`config.mk`:
```
export PLATFORM = sky130hd
export DESIGN_NAME = dsf_mul
export DESIGN_NICKNAME = d
export VERILOG_FILES = /design/src/sv/dsf_pkg.sv /design/src/sv/dsf_mul.sv
export SDC_FILE = /design/constraint.sdc
export NUM_CORES = 2
export LEC_CHECK = 0
export ABC_AREA = 0
export BUFFER_PORTS_ARGS = -buffer_cell sky130_fd_sc_hd__buf_2
export CORE_MARGIN = 4
export CORE_UTILIZATION = 30
export CTS_BUF_LIST = sky130_fd_sc_hd__clkbuf_16
export DETAILED_ROUTE_END_ITERATION = 6
export GPL_TIMING_DRIVEN = 0
export PLACE_DENSITY = 0.43
export SETUP_SLACK_MARGIN = 0.3
export SLEW_MARGIN = 20
export SYNTH_ARGS = -nofsm -noshare
export SYNTH_HDL_FRONTEND = slang
export SYNTH_SLANG_ARGS = --single-unit
export TNS_END_PERCENT = 50
```
`constraint.sdc`:
```
create_clock -name clk -period 16.8 [get_ports clk]
set_clock_uncertainty 0.05 [all_clocks]
set_input_delay 5.04 -clock clk [delete_from_list [all_inputs] [get_ports clk]]
set_output_delay 5.04 -clock clk [all_outputs]
set_load 0.005 [all_outputs]
```
`src/sv/dsf_pkg.sv`:
```
// Package for the deadzone smooth-damp 2D follower.
// Holds the fixed-point constants, register codes, request types and saturation helpers.
// No dependencies.
package dsf_pkg;

	localparam int FRAC_BITS = 16;

	localparam logic [30:0] ST_RESET = 31'd19661;
	localparam logic [30:0] ST_MIN   = 31'd7;
	localparam logic [15:0] K_048    = 16'd31457;
	localparam logic [15:0] K_0235   = 16'd15401;
	localparam logic [26:0] X_CAP    = 27'h400_0000;
	localparam logic [47:0] ONE_Q    = 48'd1 << FRAC_BITS;

	localparam logic [2:0] REG_DZ_X   = 3'd0;
	localparam logic [2:0] REG_DZ_Y   = 3'd1;
	localparam logic [2:0] REG_SMOOTH = 3'd2;
	localparam logic [2:0] REG_SPEED  = 3'd3;
	localparam logic [2:0] REG_MIN_X  = 3'd4;
	localparam logic [2:0] REG_MAX_X  = 3'd5;
	localparam logic [2:0] REG_MIN_Y  = 3'd6;
	localparam logic [2:0] REG_MAX_Y  = 3'd7;

	typedef struct packed {
		logic signed [31:0] target_x;
		logic signed [31:0] target_y;
		logic [15:0]        time_step;
	} dsf_in_t;

	typedef struct packed {
		logic signed [31:0] cam_x;
		logic signed [31:0] cam_y;
	} dsf_out_t;

	typedef struct packed {
		logic        snap;
		logic        limited;
		logic [15:0] ts;
		logic [30:0] omega;
		logic [16:0] ex;
		logic [46:0] maxch;
	} dsf_prm_t;

	function automatic logic signed [47:0] sat46(input logic signed [48:0] v);
		logic signed [48:0] lim;
		lim = 49'sh0_4000_0000_0000;
		if (v > lim)
			return 48'sh4000_0000_0000;
		else if (v < -lim)
			return -48'sh4000_0000_0000;
		else
			return v[47:0];
	endfunction

	function automatic logic signed [31:0] sat32(input logic signed [47:0] v);
		if (v > 48'sh0000_7FFF_FFFF)
			return 32'sh7FFF_FFFF;
		else if (v < -48'sh0000_8000_0000)
			return 32'sh8000_0000;
		else
			return v[31:0];
	endfunction

endpackage

```
`src/sv/dsf_mul.sv`:
```
// Serial Q.F multiplier: sign(a*b) * (|a|*|b| >> FRAC_BITS), operands and result saturated at 2^46.
// Takes b in three 16-bit chunks, top first, one per cycle. Uses dsf_pkg.
module dsf_mul import dsf_pkg::*; (
	input  logic               clk,
	input  logic               arst_n,
	input  logic               start,
	input  logic signed [47:0] a,
	input  logic signed [47:0] b,
	output logic               done,
	output logic signed [47:0] res
);

	logic        busy_q;
	logic        done_q;
	logic [1:0]  cnt_q;
	logic [46:0] am_q;
	logic [46:0] bm_q;
	logic        neg_q;
	logic        sat_q;
	logic [63:0] acc_q;
	logic [15:0] chunk;
	logic [62:0] prod;
	logic [64:0] nacc;
	logic        over;
	logic [46:0] mag_r;

	function automatic logic [46:0] mag(input logic signed [47:0] v);
		logic [47:0] av;
		av = v[47] ? 48'(-v) : 48'(v);
		if (av > 48'h4000_0000_0000)
			return 47'h4000_0000_0000;
		else
			return av[46:0];
	endfunction

	always_comb begin
		case (cnt_q)
			2'd0:    chunk = {1'b0, bm_q[46:32]};
			2'd1:    chunk = bm_q[31:16];
			default: chunk = bm_q[15:0];
		endcase
		prod = 63'(am_q) * 63'(chunk);
		nacc = {2'b0, acc_q[46:0], 16'b0} + {2'b0, prod};
		case (cnt_q)
			2'd0:    over = nacc > 65'h4000_0000;
			2'd1:    over = nacc > 65'h4000_0000_0000;
			default: over = nacc[64:16] > 49'h4000_0000_0000;
		endcase
		mag_r = (sat_q || over) ? 47'h4000_0000_0000 : nacc[62:16];
	end

	always_ff @(posedge clk or negedge arst_n) begin
		if (!arst_n) begin
			busy_q <= 1'b0;
			done_q <= 1'b0;
			cnt_q  <= 2'd0;
		end else begin
			done_q <= 1'b0;
			if (start) begin
				busy_q <= 1'b1;
				cnt_q  <= 2'd0;
			end else if (busy_q) begin
				cnt_q <= cnt_q + 2'd1;
				if (cnt_q == 2'd2) begin
					busy_q <= 1'b0;
					done_q <= 1'b1;
				end
			end
		end
	end

	always_ff @(posedge clk) begin
		if (start) begin
			am_q  <= mag(a);
			bm_q  <= mag(b);
			neg_q <= a[47] ^ b[47];
			acc_q <= 64'd0;
			sat_q <= 1'b0;
		end else if (busy_q) begin
			acc_q <= nacc[63:0];
			sat_q <= sat_q | over;
			if (cnt_q == 2'd2)
				res <= neg_q ? -$signed({1'b0, mag_r}) : $signed({1'b0, mag_r});
		end
	end

	assign done = done_q;

endmodule

```
==> results.yml <==
yosys:
  yosysSeqAreaShare_pct: 14.0
  synth_area_leaders: "fa_1, edfxtp_1, inv_1"
  synth_warnings: 0
  synth_nets: 5388
  yosys-top-cells-count: "inv_1, nand2_1, fa_1, and2_1, nor2_1"
  ys_ff_latch: 195
  synth_edf_count: 143
  async_reset_ff_share_pct: 2.05
  syn_area_um2: 38300
  ys.flop_type: "edfxtp_1"
  synth_cell_types: 98
  syn_area_per_cell_um2: 8.59
  synthCells: 4463
  synth_top_cell_area_share_pct: 35.3
  synth_area_leader_cell: "fa_1"
  synth_most_common_cell: "inv_1"
worst_setup_path:
  slowest_stage: "xor2_1"
  endpoint_kind: "register"
  required_ps: 16990
  startpoint: "cnt_q[1]"
  crit_end: "res[36]"
  reg2reg_depth: 42
  criticalPathCategory: "register to register"
  reg2reg_to: "res[36]"
  r2r-start: "cnt_q[1]"
  rrSetupSlack_ps: 1880
  start_kind: "register"
  cp.arrival_ps: 15110
  critical_path.max_fanout: 10
  slowest_delay_ps: 1020
placement:
  dpl.hpwl_um: 122000
  gp_congestion: 0.900
  port_buffers: 137
clock_network:
  numCtsBuffers: 17
  cts_tree: "built"
  cts_setup_buffers: 0
  htree_levels: 4
  clk_latency_ps: 500
  cts_num_sinks: 195
  root_buffer: "clkbuf_16"
  cts_resized: 0
  cts_hold_buf: 0
  clkTransAtPathRegs_ps: 90
  clockBufferDepth: 2
route:
  viasPerCell: 5.04
  dr.pass1.iters: 6
  vias: 31700
  drtAntennaViolNets: 0
  routed_wl_um: 144000
  wl_per_cell_um: 22.9
  drt-initial-drc-count: 2714
  drc_errors: 0
timing:
  drv_slew: 0
  clock.fmax_ghz: 0.0670
  rsz0062_at_grt: "no"
  setup_viol: 0
  min_period_over_period_pct: 88.8
  worstMarginPinSlew_ps: 1270
  finalCriticalPeriod_ps: 14920
  setup_tns_ps: 0
  slew_headroom_pct: 15.5
  hold_viol: 0
cells_and_area:
  final_nets: 5551
  layout-drive-gt1-share_pct: 5.80
  syn_to_final_growth_pct: 9.07
floorplan:
  rows: 130
  die_x_um: 365
  core_area_um2: 126000
  dieArea_um2: 134000
  io_pins: 148
  fp.dieH_um: 365
  initial_core_util_pct: 30.4
grt:
  grt_max_degree: 80
  grt_pass1_wl_um: 219000
  track_usage_pct: 22.1
  grt_pass1_vias: 33700
  grt_overflow: 0
  antenna_found_initial: 9
min_path:
  hold_class: "register to register"
job:
  cap_violations: 0
run_status:
  outcome: "finished clean"
-- sequential cells by signal (all words and copies together), names as in the netlist --
name    cells
acc_q      47
am_q       47
bm_q       47
busy_q      1
cnt_q       2
done        1
neg_q       1
res        48
sat_q       1
-- kinds of logic after synthesis --
group           after synthesis  share of synthesized area, %
mux                          64                          1.69
flops                       195                          14.0
xor+xnor                    166                          3.79
fa+ha+maj                   826                          40.2
simple gates               1622                          20.4
compound gates              542                          9.52
buf+inv                    1048                          10.4
-- critical path: cells and delay by family, from the launching register on --
family | cells | cell delay (ps)
AOI/OAI and AO/OA | 9 | 3000
xor gates and xnor gates | 2 | 1210
adders and majority gates | 9 | 3810
buffers and inverters | 12 | 3870
DFF | 1 | 410
and+or+nand+nor | 10 | 2290
-- cell type report --
type                       count  area, um2
antenna                        2       5.00
fill                       13600      84400
clock inverter                15        183
sequential                   195       5360
inverter                     820       3080
multi-input combinational   3220      29000
clock buffer                  17        425
timing repair buffer         144        768
tap                         1650       2060
buffer                       228        912
-- how the worst min path moves through the flow --
stage / slack (ps) / depth (start not counted) / startpoint / endpoint
after floorplan: 400 / 2 / acc_q[0] / acc_q[0]
after global placement: 420 / 2 / acc_q[5] / acc_q[5]
after detailed placement: 430 / 2 / acc_q[20] / acc_q[20]
after CTS: 440 / 2 / acc_q[5] / acc_q[5]
after global routing: 470 / 2 / acc_q[20] / acc_q[20]
final: 450 / 2 / acc_q[5] / acc_q[5]
-- metrics by stage --
step / worst slack [ps] / cells / hold slack (ps) / cell area, um2 / util (%)
3_5_place_dp: 2060 / 6257 / 432 / 41200 / 32.6
5_1_grt: 1060 / 6289 / 473 / 41800 / 33.1
4_1_cts: 2020 / 6289 / 444 / 41800 / 33.1
3_3_place_gp: 1650 / 6250 / 425 / 41100 / 32.5
2_1_floorplan: 6500 / 4463 / 400 / 38300 / -
6_report: 1880 / 6291 / 450 / 41800 / 33.1
-- layer usage --
metal	share of wire, %	vias to the layer above	global-route usage (%)
met5	0	-	0
met4	2.7	0	5.76
met3	4.3	119	2.28
met2	49	821	38.5
met1	44	16400	29.5
li1	-	14400	-
-- cells in the final DEF (no fill, tap or decap), types with 116 or more instances in the layout --
cell type and instances:
a21oi_1 119, and2_1 317, buf_2 155, clkbuf_1 191, edfxtp_1 143, fa_1 675, ha_1 151, inv_1 820
nand2_1 692, nor2_1 286, o21ai_0 132, xor2_1 116
Power is not shown: default switching activity piles up to over one toggle a cycle in this logic, so the estimate is an artifact.
