==> config.mk <==
export PLATFORM = sky130hd
export DESIGN_NAME = dsf_div
export DESIGN_NICKNAME = d
export VERILOG_FILES = /design/src/sv/dsf_pkg.sv /design/src/sv/dsf_div.sv
export SDC_FILE = /design/constraint.sdc
export NUM_CORES = 1
export LEC_CHECK = 0
export ABC_AREA = 0
export ABC_CLOCK_PERIOD_IN_PS = 3900
export BUFFER_PORTS_ARGS = -buffer_cell sky130_fd_sc_hd__buf_2
export CORE_MARGIN = 1.5
export CORE_UTILIZATION = 60
export DETAILED_ROUTE_END_ITERATION = 10
export PLACE_DENSITY = 0.86
export SLEW_MARGIN = 0
export SYNTH_ARGS = -nofsm -noshare
export SYNTH_HDL_FRONTEND = slang
export SYNTH_SLANG_ARGS = --single-unit
==> constraint.sdc <==
create_clock -name clk -period 3.9 [get_ports clk]
set_input_delay 0 -clock clk [delete_from_list [all_inputs] [get_ports clk]]
set_output_delay 0 -clock clk [all_outputs]
set_load 0.1 [all_outputs]
==> src/sv/dsf_pkg.sv <==
// Package for the deadzone smooth-damp 2D follower.
// Holds the fixed-point constants, register codes, request types and saturation helpers.
// No dependencies.
package dsf_pkg;

	localparam int FRAC_BITS = 16;

	localparam logic [30:0] ST_RESET = 31'd19661;
	localparam logic [30:0] ST_MIN   = 31'd7;
	localparam logic [15:0] K_048    = 16'd31457;
	localparam logic [15:0] K_0235   = 16'd15401;
	localparam logic [26:0] X_CAP    = 27'h400_0000;
	localparam logic [47:0] ONE_Q    = 48'd1 << FRAC_BITS;

	localparam logic [2:0] REG_DZ_X   = 3'd0;
	localparam logic [2:0] REG_DZ_Y   = 3'd1;
	localparam logic [2:0] REG_SMOOTH = 3'd2;
	localparam logic [2:0] REG_SPEED  = 3'd3;
	localparam logic [2:0] REG_MIN_X  = 3'd4;
	localparam logic [2:0] REG_MAX_X  = 3'd5;
	localparam logic [2:0] REG_MIN_Y  = 3'd6;
	localparam logic [2:0] REG_MAX_Y  = 3'd7;

	typedef struct packed {
		logic signed [31:0] target_x;
		logic signed [31:0] target_y;
		logic [15:0]        time_step;
	} dsf_in_t;

	typedef struct packed {
		logic signed [31:0] cam_x;
		logic signed [31:0] cam_y;
	} dsf_out_t;

	typedef struct packed {
		logic        snap;
		logic        limited;
		logic [15:0] ts;
		logic [30:0] omega;
		logic [16:0] ex;
		logic [46:0] maxch;
	} dsf_prm_t;

	function automatic logic signed [47:0] sat46(input logic signed [48:0] v);
		logic signed [48:0] lim;
		lim = 49'sh0_4000_0000_0000;
		if (v > lim)
			return 48'sh4000_0000_0000;
		else if (v < -lim)
			return -48'sh4000_0000_0000;
		else
			return v[47:0];
	endfunction

	function automatic logic signed [31:0] sat32(input logic signed [47:0] v);
		if (v > 48'sh0000_7FFF_FFFF)
			return 32'sh7FFF_FFFF;
		else if (v < -48'sh0000_8000_0000)
			return 32'sh8000_0000;
		else
			return v[31:0];
	endfunction

endpackage

==> src/sv/dsf_div.sv <==
// Restoring divider, one quotient bit per cycle, quotient up to 31 bits.
// The caller gives the top quotient bit position; the quotient must fit below it. Uses dsf_pkg.
module dsf_div import dsf_pkg::*; (
	input  logic        clk,
	input  logic        arst_n,
	input  logic        start,
	input  logic [33:0] num,
	input  logic [47:0] den,
	input  logic [4:0]  sh,
	output logic        done,
	output logic [30:0] quo
);

	logic        busy_q;
	logic        done_q;
	logic [4:0]  cnt_q;
	logic [33:0] rem_q;
	logic [63:0] dsh_q;
	logic [30:0] quo_q;
	logic        ge;

	assign ge = {30'b0, rem_q} >= dsh_q;

	always_ff @(posedge clk or negedge arst_n) begin
		if (!arst_n) begin
			busy_q <= 1'b0;
			done_q <= 1'b0;
			cnt_q  <= 5'd0;
		end else begin
			done_q <= 1'b0;
			if (start) begin
				busy_q <= 1'b1;
				cnt_q  <= sh;
			end else if (busy_q) begin
				cnt_q <= cnt_q - 5'd1;
				if (cnt_q == 5'd0) begin
					busy_q <= 1'b0;
					done_q <= 1'b1;
				end
			end
		end
	end

	always_ff @(posedge clk) begin
		if (start) begin
			rem_q <= num;
			dsh_q <= {16'b0, den} << sh;
			quo_q <= 31'd0;
		end else if (busy_q) begin
			if (ge)
				rem_q <= rem_q - dsh_q[33:0];
			quo_q <= {quo_q[29:0], ge};
			dsh_q <= dsh_q >> 1;
		end
	end

	assign done = done_q;
	assign quo  = quo_q;

endmodule

==> summary.md <==
| Metric | Value |
|---|---|
| Outcome | `completed` |
| Pre-CTS WS | `843 ps` |
| Internal Power | `3.42 mW` |
| Drt first-iter violations | `1006` |
| Setup Skew | `8.79 ps` |
| Clk_lat worst skew | `430 ps` |
| Flop pwr share | `35.7%` |
| Fin crit share | `80.8%` |
| CP arrival | `3260 ps` |
| Synth Flop Type | `edfxtp_1` |
| Min Tclk post-route | `3150 ps` |
| Die W | `132 um` |
| Post-synthesis async set-or-reset flop share | `5.15%` |
| PD cells | `458 nW/um^2` |
| Die area | `17400 sq um` |
| Diodes inserted | `0` |
| Sink Count | `136` |
| Largest net degree at the start of global routing | `99` |
| Least-Margin Pin Slew | `1050 ps` |
| Critical path peak fanout | `19` |
| CP Launch Type | `flip-flop` |
| Final hold violation count | `0` |
| Synthesis-to-layout area growth | `15.6%` |
| I/O pins | `122` |
| Max Root-Sink Buffers | `2` |
| Syn Nets | `1201` |
| Count of final setup violators | `0` |
| Slew Limit Fails | `0` |
| Share of cells above drive strength 1 | `20.3%` |
| FP Rows | `46` |
| GRT busiest layer | `met2` |
| CTS resizes | `0` |
| Leading area contributor after synthesis | `edfxtp_1` |
| Max_cap viols | `0` |
| Antenna violations before repair | `0` |
| CP endpoint kind | `flip-flop` |
| First-pass GRT wire length | `44.4 mm` |
| Combinational share of power | `36.3%` |
| Clk network pwr share | `28.1%` |
| Yosys top cell area share | `29.5%` |
| Synth unique cells | `60` |
| H-tree level count | `4` |
| Final net count | `1320` |
| Starting Density | `62.2%` |
| Post-route setup slack | `747 ps` |
| Gr ovfl total | `0` |
| Number of global-route vias before repair | `8747` |
| Avg Inst Size Synth | `9.30 sq um` |
| Switching portion of total power | `35.3%` |
| Main area contributors after synthesis | `edfxtp_1 (29%), mux4_2 (8.1%), mux2i_1 (7.7%)` |
| Setup bufs post-CTS | `0` |
| Sequential area share after synthesis | `37.4%` |
| CTS Hold Buffers Added | `35` |
| Met3 usage | `5.84%` |
| Routability Congestion | `0.929` |
| CP Data Required Time | `4000 ps` |
| Dpl hpwl | `19.5 mm` |
| Drt wl/cell | `19.4 um` |
| FF+latch count, synth | `136` |
| Leak | `5.06 nW` |
| ANT nets after route | `0` |
| RSZ-0062 raised after global routing | `no` |
| Max transition margin | `30.3%` |
| First-pass DRT Iterations | `9` |
| Register clock-pin slew on the reported worst setup and hold paths | `60 ps` |
| Post-layout util | `71.9%` |
| Setup TNS | `0 ps` |
| GRT Util Overall | `32.2%` |
| Synth warn | `0` |
| Port Buffers | `121` |
| Pwr Total | `5.28 mW` |
| HP Class | `input pin to flip-flop` |
| Mapped cell area | `9990 sq um` |
| CTS root buf | `clkbuf_16` |
| Max Fclk | `0.317 GHz` |
| DR DRC count | `0` |
| WHS | `80.3 ps` |
| CTS tree | `yes` |
| Num CTS Buffers | `17` |
| Peak VDD IR | `364 uV` |
| Total core area | `16100 sq um` |
| Total routed wirelength | `27.5 mm` |
| Setup CP Type | `flip-flop to flip-flop` |
| Die Height | `132 um` |
| Synthesized instance count | `1074` |
| Via total after detailed routing | `9032` |
| Met1 usage | `40.1%` |
| GR Util met2 | `53.7%` |
| Via/cell ratio | `6.35` |
| Net Switching | `1.87 mW` |
| EDFF count, synth | `98` |
[synth_stat cells (18+ instances only)]
cell,n
nand2_1,146
nor2_1,114
edfxtp_1,98
a21oi_1,81
mux2i_1,77
o21ai_0,63
inv_1,51
clkbuf_1,43
ha_1,36
mux4_2,36
dfxtp_1,31
mux2_2,26
a31oi_1,20
a21o_1,18
[flip-flops by register name, summed over array words and instances, names as in the netlist]
| signal | cells |
|---|---|
| rem_q | 34 |
| quo | 31 |
| done | 1 |
| cnt_q | 5 |
| dsh_q | 64 |
| busy_q | 1 |
[final timing paths]
| check | from | to | slack [ps] | cells past startpoint |
|---|---|---|---|---|
| max in group asynchronous | arst_n | busy_q | 3050 | 3 |
| min in group asynchronous | arst_n | cnt_q[4] | 560 | 3 |
| hold / removal | num[32] | rem_q[32] | 80 | 3 |
| hold reg to reg | quo[27] | quo[27] | 520 | 2 |
| setup reg to reg | rem_q[0] | rem_q[6] | 750 | 12 |
| setup / recovery | rem_q[0] | rem_q[6] | 750 | 12 |
[power by group through the flow]
stage	combinational, mW	sequential (mW)	clock (mW)
floorplan	1.41	1.87	0
global placement	1.76	1.90	0
detailed placement	1.82	1.90	0
CTS	1.87	1.88	1.48
global route	2.10	1.90	1.54
finish	1.92	1.88	1.48
[worst max-delay path, stage by stage (launching register included)]
cell and delay [ps]:
edfxtp_1 340, inv_1 50, ha_1 220, fa_1 420
nor2b_1 160, o21ai_1 110, a21boi_2 230, o21ai_1 160
a211o_1 380, a21oi_1 160, o21ai_0 160, nand2_1 130
buf_4 290
[cells by family (layout without fill, tap and decap cells)]
logic type	after synthesis	in the layout	synth area share, %
fa+ha+maj	37	37	4.71
simple gates	334	334	14.3
buf+inv	121	253	5.15
flops	136	136	37.4
compound gates	278	278	17.1
xor+xnor	29	29	2.54
mux	139	139	18.8
[through the flow]
stage               instances  area (sq um)
finish                   1422         11500
global route             1422         11500
CTS                      1422         11500
detailed placement       1355         10700
global placement         1355         10700
floorplan                1074          9990
[metal layers]
layer,wire length [um],vias up
met5,0,-
met2,13200,474
met3,1990,90
met4,1280,0
met1,11000,4275
li1,-,4193
[cell usage in the layout, fill, tap and decap left out, drive strengths merged, types with 5 or more instances in the layout]
cell	synthesis	layout
nor3	9	9
nor2	114	114
o31ai	5	5
buf	27	135
o221ai	12	12
xnor2	16	16
o21a	13	13
a211oi	11	11
nand3	15	15
edfxtp	98	98
mux2i	77	77
mux4	36	36
dfxtp	31	31
ha	36	36
clkbuf	43	19
a21oi	84	84
and3	5	5
or2	6	6
a21o	18	18
xor2	13	13
o21ai	73	73
a31oi	20	20
nand2	146	146
o21bai	7	7
dfrtp	7	7
clkinv	0	7
nand4	9	9
dlygate4sd3	0	35
mux2	26	26
o22ai	16	16
nor4	7	7
inv	51	56
nor2b	8	8
[cell type report]
| class | count | area (sq um) |
|---|---|---|
| Clock buffer | 19 | 443 |
| Clock inverter | 13 | 95.1 |
| Fill cell | 1180 | 4510 |
| Inverter | 51 | 191 |
| Multi-Input combinational cell | 817 | 5740 |
| Sequential cell | 136 | 3740 |
| Tap cell | 216 | 270 |
| Timing Repair Buffer | 170 | 1070 |
Note: power is estimated with default switching activity, not from simulation.
