### src/sv/dsf_pkg.sv
// Package for the deadzone smooth-damp 2D follower.
// Holds the fixed-point constants, register codes, request types and saturation helpers.
// No dependencies.
package dsf_pkg;

	localparam int FRAC_BITS = 16;

	localparam logic [30:0] ST_RESET = 31'd19661;
	localparam logic [30:0] ST_MIN   = 31'd7;
	localparam logic [15:0] K_048    = 16'd31457;
	localparam logic [15:0] K_0235   = 16'd15401;
	localparam logic [26:0] X_CAP    = 27'h400_0000;
	localparam logic [47:0] ONE_Q    = 48'd1 << FRAC_BITS;

	localparam logic [2:0] REG_DZ_X   = 3'd0;
	localparam logic [2:0] REG_DZ_Y   = 3'd1;
	localparam logic [2:0] REG_SMOOTH = 3'd2;
	localparam logic [2:0] REG_SPEED  = 3'd3;
	localparam logic [2:0] REG_MIN_X  = 3'd4;
	localparam logic [2:0] REG_MAX_X  = 3'd5;
	localparam logic [2:0] REG_MIN_Y  = 3'd6;
	localparam logic [2:0] REG_MAX_Y  = 3'd7;

	typedef struct packed {
		logic signed [31:0] target_x;
		logic signed [31:0] target_y;
		logic [15:0]        time_step;
	} dsf_in_t;

	typedef struct packed {
		logic signed [31:0] cam_x;
		logic signed [31:0] cam_y;
	} dsf_out_t;

	typedef struct packed {
		logic        snap;
		logic        limited;
		logic [15:0] ts;
		logic [30:0] omega;
		logic [16:0] ex;
		logic [46:0] maxch;
	} dsf_prm_t;

	function automatic logic signed [47:0] sat46(input logic signed [48:0] v);
		logic signed [48:0] lim;
		lim = 49'sh0_4000_0000_0000;
		if (v > lim)
			return 48'sh4000_0000_0000;
		else if (v < -lim)
			return -48'sh4000_0000_0000;
		else
			return v[47:0];
	endfunction

	function automatic logic signed [31:0] sat32(input logic signed [47:0] v);
		if (v > 48'sh0000_7FFF_FFFF)
			return 32'sh7FFF_FFFF;
		else if (v < -48'sh0000_8000_0000)
			return 32'sh8000_0000;
		else
			return v[31:0];
	endfunction

endpackage

### src/sv/dsf_mul.sv
// Serial Q.F multiplier: sign(a*b) * (|a|*|b| >> FRAC_BITS), operands and result saturated at 2^46.
// Takes b in three 16-bit chunks, top first, one per cycle. Uses dsf_pkg.
module dsf_mul import dsf_pkg::*; (
	input  logic               clk,
	input  logic               arst_n,
	input  logic               start,
	input  logic signed [47:0] a,
	input  logic signed [47:0] b,
	output logic               done,
	output logic signed [47:0] res
);

	logic        busy_q;
	logic        done_q;
	logic [1:0]  cnt_q;
	logic [46:0] am_q;
	logic [46:0] bm_q;
	logic        neg_q;
	logic        sat_q;
	logic [63:0] acc_q;
	logic [15:0] chunk;
	logic [62:0] prod;
	logic [64:0] nacc;
	logic        over;
	logic [46:0] mag_r;

	function automatic logic [46:0] mag(input logic signed [47:0] v);
		logic [47:0] av;
		av = v[47] ? 48'(-v) : 48'(v);
		if (av > 48'h4000_0000_0000)
			return 47'h4000_0000_0000;
		else
			return av[46:0];
	endfunction

	always_comb begin
		case (cnt_q)
			2'd0:    chunk = {1'b0, bm_q[46:32]};
			2'd1:    chunk = bm_q[31:16];
			default: chunk = bm_q[15:0];
		endcase
		prod = 63'(am_q) * 63'(chunk);
		nacc = {2'b0, acc_q[46:0], 16'b0} + {2'b0, prod};
		case (cnt_q)
			2'd0:    over = nacc > 65'h4000_0000;
			2'd1:    over = nacc > 65'h4000_0000_0000;
			default: over = nacc[64:16] > 49'h4000_0000_0000;
		endcase
		mag_r = (sat_q || over) ? 47'h4000_0000_0000 : nacc[62:16];
	end

	always_ff @(posedge clk or negedge arst_n) begin
		if (!arst_n) begin
			busy_q <= 1'b0;
			done_q <= 1'b0;
			cnt_q  <= 2'd0;
		end else begin
			done_q <= 1'b0;
			if (start) begin
				busy_q <= 1'b1;
				cnt_q  <= 2'd0;
			end else if (busy_q) begin
				cnt_q <= cnt_q + 2'd1;
				if (cnt_q == 2'd2) begin
					busy_q <= 1'b0;
					done_q <= 1'b1;
				end
			end
		end
	end

	always_ff @(posedge clk) begin
		if (start) begin
			am_q  <= mag(a);
			bm_q  <= mag(b);
			neg_q <= a[47] ^ b[47];
			acc_q <= 64'd0;
			sat_q <= 1'b0;
		end else if (busy_q) begin
			acc_q <= nacc[63:0];
			sat_q <= sat_q | over;
			if (cnt_q == 2'd2)
				res <= neg_q ? -$signed({1'b0, mag_r}) : $signed({1'b0, mag_r});
		end
	end

	assign done = done_q;

endmodule

### src/sv/dsf_lane.sv
// One axis lane: deadzone, smooth-damp step, overshoot guard and bounds clamp.
// Holds the axis position and velocity; uses dsf_mul and dsf_pkg.
module dsf_lane import dsf_pkg::*; (
	input  logic               clk,
	input  logic               arst_n,
	input  logic               start,
	input  dsf_prm_t           prm,
	input  logic signed [31:0] tgt,
	input  logic [30:0]        half,
	input  logic signed [31:0] bmin,
	input  logic signed [31:0] bmax,
	output logic               done,
	output logic signed [31:0] pos
);

	localparam logic [2:0] L_IDLE = 3'd0;
	localparam logic [2:0] L_M1   = 3'd1;
	localparam logic [2:0] L_M2   = 3'd2;
	localparam logic [2:0] L_M3   = 3'd3;
	localparam logic [2:0] L_M4   = 3'd4;
	localparam logic [2:0] L_M5   = 3'd5;

	logic [2:0]         st_q;
	logic               go_q;
	logic               done_q;
	logic signed [31:0] pos_q;
	logic signed [31:0] vel_q;
	logic signed [31:0] des_q;
	logic signed [32:0] chg_q;
	logic signed [47:0] temp_q;
	logic signed [47:0] nv_q;

	logic signed [32:0] d;
	logic signed [32:0] hx;
	logic signed [31:0] des_c;
	logic signed [32:0] chg_raw;
	logic signed [47:0] chg48;
	logic signed [47:0] mc48;
	logic signed [32:0] chg_c;
	logic signed [47:0] ma;
	logic signed [47:0] mb;
	logic               mdone;
	logic signed [47:0] mres;
	logic signed [48:0] outp;
	logic               guard;
	logic signed [31:0] new_pos;

	function automatic logic signed [31:0] bnd(input logic signed [31:0] p,
			input logic signed [31:0] lo, input logic signed [31:0] hi);
		if (lo <= hi) begin
			if (p < lo)
				return lo;
			if (p > hi)
				return hi;
		end
		return p;
	endfunction

	always_comb begin
		d       = 33'(tgt) - 33'(pos_q);
		hx      = {2'b0, half};
		if (d > hx)
			des_c = 32'(33'(tgt) - hx);
		else if (d < -hx)
			des_c = 32'(33'(tgt) + hx);
		else
			des_c = pos_q;
		chg_raw = 33'(pos_q) - 33'(des_c);
		chg48   = 48'(chg_raw);
		mc48    = $signed({1'b0, prm.maxch});
		chg_c   = chg_raw;
		if (prm.limited) begin
			if (chg48 > mc48)
				chg_c = 33'(mc48);
			else if (chg48 < -mc48)
				chg_c = 33'(-mc48);
		end

		case (st_q)
			L_M1: begin
				ma = $signed({17'b0, prm.omega});
				mb = 48'(chg_q);
			end
			L_M2: begin
				ma = sat46(49'(vel_q) + 49'(mres));
				mb = $signed({32'b0, prm.ts});
			end
			L_M3: begin
				ma = $signed({17'b0, prm.omega});
				mb = temp_q;
			end
			L_M4: begin
				ma = sat46(49'(vel_q) - 49'(mres));
				mb = $signed({31'b0, prm.ex});
			end
			default: begin
				ma = sat46(49'(chg_q) + 49'(temp_q));
				mb = $signed({31'b0, prm.ex});
			end
		endcase

		outp    = 49'(pos_q) - 49'(chg_q) + 49'(mres);
		guard   = (des_q > pos_q) == (outp > 49'(des_q));
		new_pos = guard ? des_q : sat32(outp[47:0]);
	end

	dsf_mul u_mul (
		.clk    (clk),
		.arst_n (arst_n),
		.start  (go_q),
		.a      (ma),
		.b      (mb),
		.done   (mdone),
		.res    (mres)
	);

	always_ff @(posedge clk or negedge arst_n) begin
		if (!arst_n) begin
			st_q   <= L_IDLE;
			go_q   <= 1'b0;
			done_q <= 1'b0;
			pos_q  <= 32'sd0;
			vel_q  <= 32'sd0;
		end else begin
			done_q <= 1'b0;
			go_q   <= 1'b0;
			case (st_q)
				L_IDLE: begin
					if (start) begin
						if (prm.snap) begin
							pos_q  <= bnd(des_c, bmin, bmax);
							vel_q  <= 32'sd0;
							done_q <= 1'b1;
						end else begin
							st_q <= L_M1;
							go_q <= 1'b1;
						end
					end
				end
				L_M1, L_M2, L_M3, L_M4: begin
					if (mdone) begin
						st_q <= st_q + 3'd1;
						go_q <= 1'b1;
					end
				end
				L_M5: begin
					if (mdone) begin
						pos_q  <= bnd(new_pos, bmin, bmax);
						vel_q  <= guard ? 32'sd0 : sat32(nv_q);
						done_q <= 1'b1;
						st_q   <= L_IDLE;
					end
				end
				default: st_q <= L_IDLE;
			endcase
		end
	end

	always_ff @(posedge clk) begin
		if (st_q == L_IDLE && start) begin
			des_q <= des_c;
			chg_q <= chg_c;
		end
		if (mdone && st_q == L_M2)
			temp_q <= mres;
		if (mdone && st_q == L_M4)
			nv_q <= mres;
	end

	assign done = done_q;
	assign pos  = pos_q;

endmodule

### config.mk
export PLATFORM = sky130hd
export DESIGN_NAME = dsf_lane
export DESIGN_NICKNAME = d
export VERILOG_FILES = /design/src/sv/dsf_pkg.sv /design/src/sv/dsf_mul.sv /design/src/sv/dsf_lane.sv
export SDC_FILE = /design/constraint.sdc
export NUM_CORES = 2
export LEC_CHECK = 0
export BUFFER_PORTS_ARGS = -buffer_cell sky130_fd_sc_hd__buf_2
export CAP_MARGIN = 20
export CORE_MARGIN = 3
export CORE_UTILIZATION = 55
export CTS_CLUSTER_DIAMETER = 60
export DETAILED_ROUTE_END_ITERATION = 7
export PLACE_DENSITY_LB_ADDON = 0.1
export SYNTH_ARGS = -nofsm -noshare
export SYNTH_HDL_FRONTEND = slang
export SYNTH_HIERARCHICAL = 1
export SYNTH_SLANG_ARGS = --single-unit
### constraint.sdc
create_clock -name clk -period 11.9 [get_ports clk]
set_input_delay 0.595 -clock clk [delete_from_list [all_inputs] [get_ports clk]]
set_output_delay 0.595 -clock clk [all_outputs]
set_load 0.02 [all_outputs]
==> run metrics <==
Least-Margin Pin Slew=1.211 ns; Post-Layout Cell Count=12430; Reg clk slew, reported paths=0.06 ns; Critical Path End Type=flip-flop; clk_lat worst skew=0.73 ns; share of cells above drive strength 1=12.95%; DP Area=87840 um^2; most common cell in the netlist=inv_1; critical path launch point type=flip-flop; hold path depth=3; top area cells in the synthesized netlist=fa_1 (18%), ha_1 (13%), edfxtp_1 (11%); Buf/Inv on CP=2; Synth top cells by count=inv_1 (1333), nand2_1 (1041), ha_1 (832); register bit total from synthesis=425; Die H=387.8 um; core area=144200 um^2; status=finished with violations; fin crit share=97.31%; synthesized area=80170 um^2; Syn-to-layout area delta=12.67%; register area share after synthesis=14.86%; FP Rows=139; Slew HR=19.25%; area of the multi-input gates=61680 um^2; Final setup violation count=0; post-synth top area cell=fa_1; # fillers=12640; die area=150400 um^2; final non-filler cell area=90330 um^2; crit-path leading delay family=compound AO/OA/AOI/OAI gates; first-pass GRT wire length=505.5 mm; TritonCTS Buffers=59; IO Port Bufs=275; crit-path max cell delay=0.62 ns; initial core utilization=55.61%; skew final=0.07979 ns; largest net degree at the start of global routing=73; Via density=6.508; critical path's slowest cell=nor4_1; commonest register cell after synthesis=edfxtp_1; Slew Limit Fails=0; Synth Net Count=11650; nets@finish=12250; Post-synth EDFFs=304; wire per inst=27.87 um; Die W=387.8 um; Tot GR Track Use=44.75%; area share of the largest cell type after synthesis=18.20%; Reg2Reg Depth=36; placed cell count=12280; CP Max Fanout=31; Ys Warns=6; worst hold path type=in -> reg; min cycle time layout=11.58 ns; first drt pass iteration count=8; Root Buffer=clkbuf_16; Post-Synthesis Cells=9846; total wire length=346.3 mm; Worst Path Arrival=12.09 ns; Longest Clk Path Bufs=3; Avg Inst Size Synth=8.142 um^2; grt total ovfl=0; final hold viol count=0; Iter 0 DRT Violations=10210; Async SR Flop Fraction=17.18%; final antenna-violating net count=0; most used cell, CP=a21oi_1; number of global-route vias before repair=78110; register cell area after layout=11920 um^2; Remaining DRCs=13; initial antenna violation count=40; setup_tns=0 ns; maxcap violations=0; Final GP Congestion=1.138; Detail Placement HPWL=290.3 mm; CTS tree=done; critical path depth in cells=36; via count=80890; violated checks=DRC; Setup CP Type=reg -> reg; H-Tree Depth=2; post-synth cell types=127; Req. time, crit path=12.41 ns; io pins=276; Sink Count=425; FMAX=0.08636 GHz
registers in the layout (all words and copies together) (netlist names):
register,flops
go_q,1
pos,32
u_mul/res,48
done,1
u_mul/done,1
st_q,3
vel_q,32
u_mul/busy_q,1
u_mul/acc_q,47
u_mul/am_q,47
des_q,32
u_mul/cnt_q,2
nv_q,48
u_mul/neg_q,1
temp_q,48
chg_q,33
u_mul/bm_q,47
u_mul/sat_q,1
worst reg2reg max path, delay by kind of cell, from the launching register on:
family          cells  cell delay, ns
compound gates     21            5.93
fa+ha+maj           2            0.70
buf+inv             2            0.39
flops               1            0.53
simple gates       11            3.81
layout by cell type, fill, tap and decap left out, types with 55 or more instances in the layout:
cell type     n
nor3_1      181
xnor2_1     275
nand3_1     155
mux2i_1      65
fa_1        728
nor2_1      617
inv_1      1329
o21a_1       73
and3_1       56
nor2b_1     101
o31ai_1      64
clkbuf_16    59
a21o_1      212
edfxtp_1    304
a31oi_1     102
dfrtp_1      71
xor2_1      181
ha_1        829
or3_1        68
nand2_1    1035
and2_1      331
a211oi_1     75
nand4_1     183
a21oi_1     574
nand2b_1     85
o21bai_1     71
buf_2       274
buf_4       703
o21ai_0     448
nor4_1       84
o211ai_1     55
a22oi_1      74
area by class of cell:
| type | count | share of cell area (%) |
|---|---|---|
| diodes | 28 | 0.07757 |
| clock buffers | 69 | 1.687 |
| clock inverters | 43 | 0.5610 |
| inverters | 1336 | 5.556 |
| multi-input cells | 7617 | 68.29 |
| flip-flops and latches | 425 | 13.20 |
| well taps | 1903 | 2.636 |
| repair buffers | 1007 | 7.998 |
layer usage:
layer	GRT usage (%)	routed length, um	vias up
li1	-	-	35310
met1	58.85	133500	39310
met2	64.66	142500	5194
met3	14.68	47230	1052
met4	25.06	22980	20
met5	0	133	-
metrics by stage:
| step | setup WS (ns) | util (%) | hold WS [ns] |
|---|---|---|---|
| global route | -0.1049 | 62.62 | 0.2449 |
| floorplan | 0.2281 | - | 0.2994 |
| detailed placement | -0.4025 | 60.93 | 0.4767 |
| CTS | 0.05187 | 62.34 | 0.2129 |
| global placement | -0.2904 | 60.91 | 0.4758 |
| finish | 0.3201 | 62.65 | 0.2399 |
cell families after synthesis:
| family | Yosys count | synth area share, % |
|---|---|---|
| AO/OA/AOI/OAI | 2345 | 19.59 |
| XOR/XNOR | 460 | 5.043 |
| adder cells (fa/ha/maj) | 1564 | 31.23 |
| buffers and inverters | 1805 | 8.680 |
| flip-flops | 425 | 14.86 |
| multiplexers | 72 | 0.9099 |
| AND/OR/NAND/NOR | 3175 | 19.69 |
timing repair:
action | 4_1_cts | 5_1_grt
hold endpoints to repair | 29 | 0
setup endpoints to repair | 1 | 119
pin swaps | 0 | 29
gates resized for setup | 1 | 83
hold buffers | 1 | 0
buffers inserted | 0 | 6
gates cloned | 0 | 1
path summary, 6_finish.rpt:
check	startpoint	to	slack, ns
max in group asynchronous	arst_n	go_q	10.06
worst max-delay path	chg_q[0]	u_mul/am_q[1]	0.32
worst min register to register	u_mul/acc_q[5]	u_mul/acc_q[5]	0.49
min in group asynchronous	arst_n	pos[20]	0.42
worst max register to register	chg_q[0]	u_mul/am_q[1]	0.32
worst min-delay path	bmax[10]	pos[10]	0.24
Power is left out: the tool's default activity adds up to more than one toggle a clock period on the data nets, which glitch-free logic cannot reach.
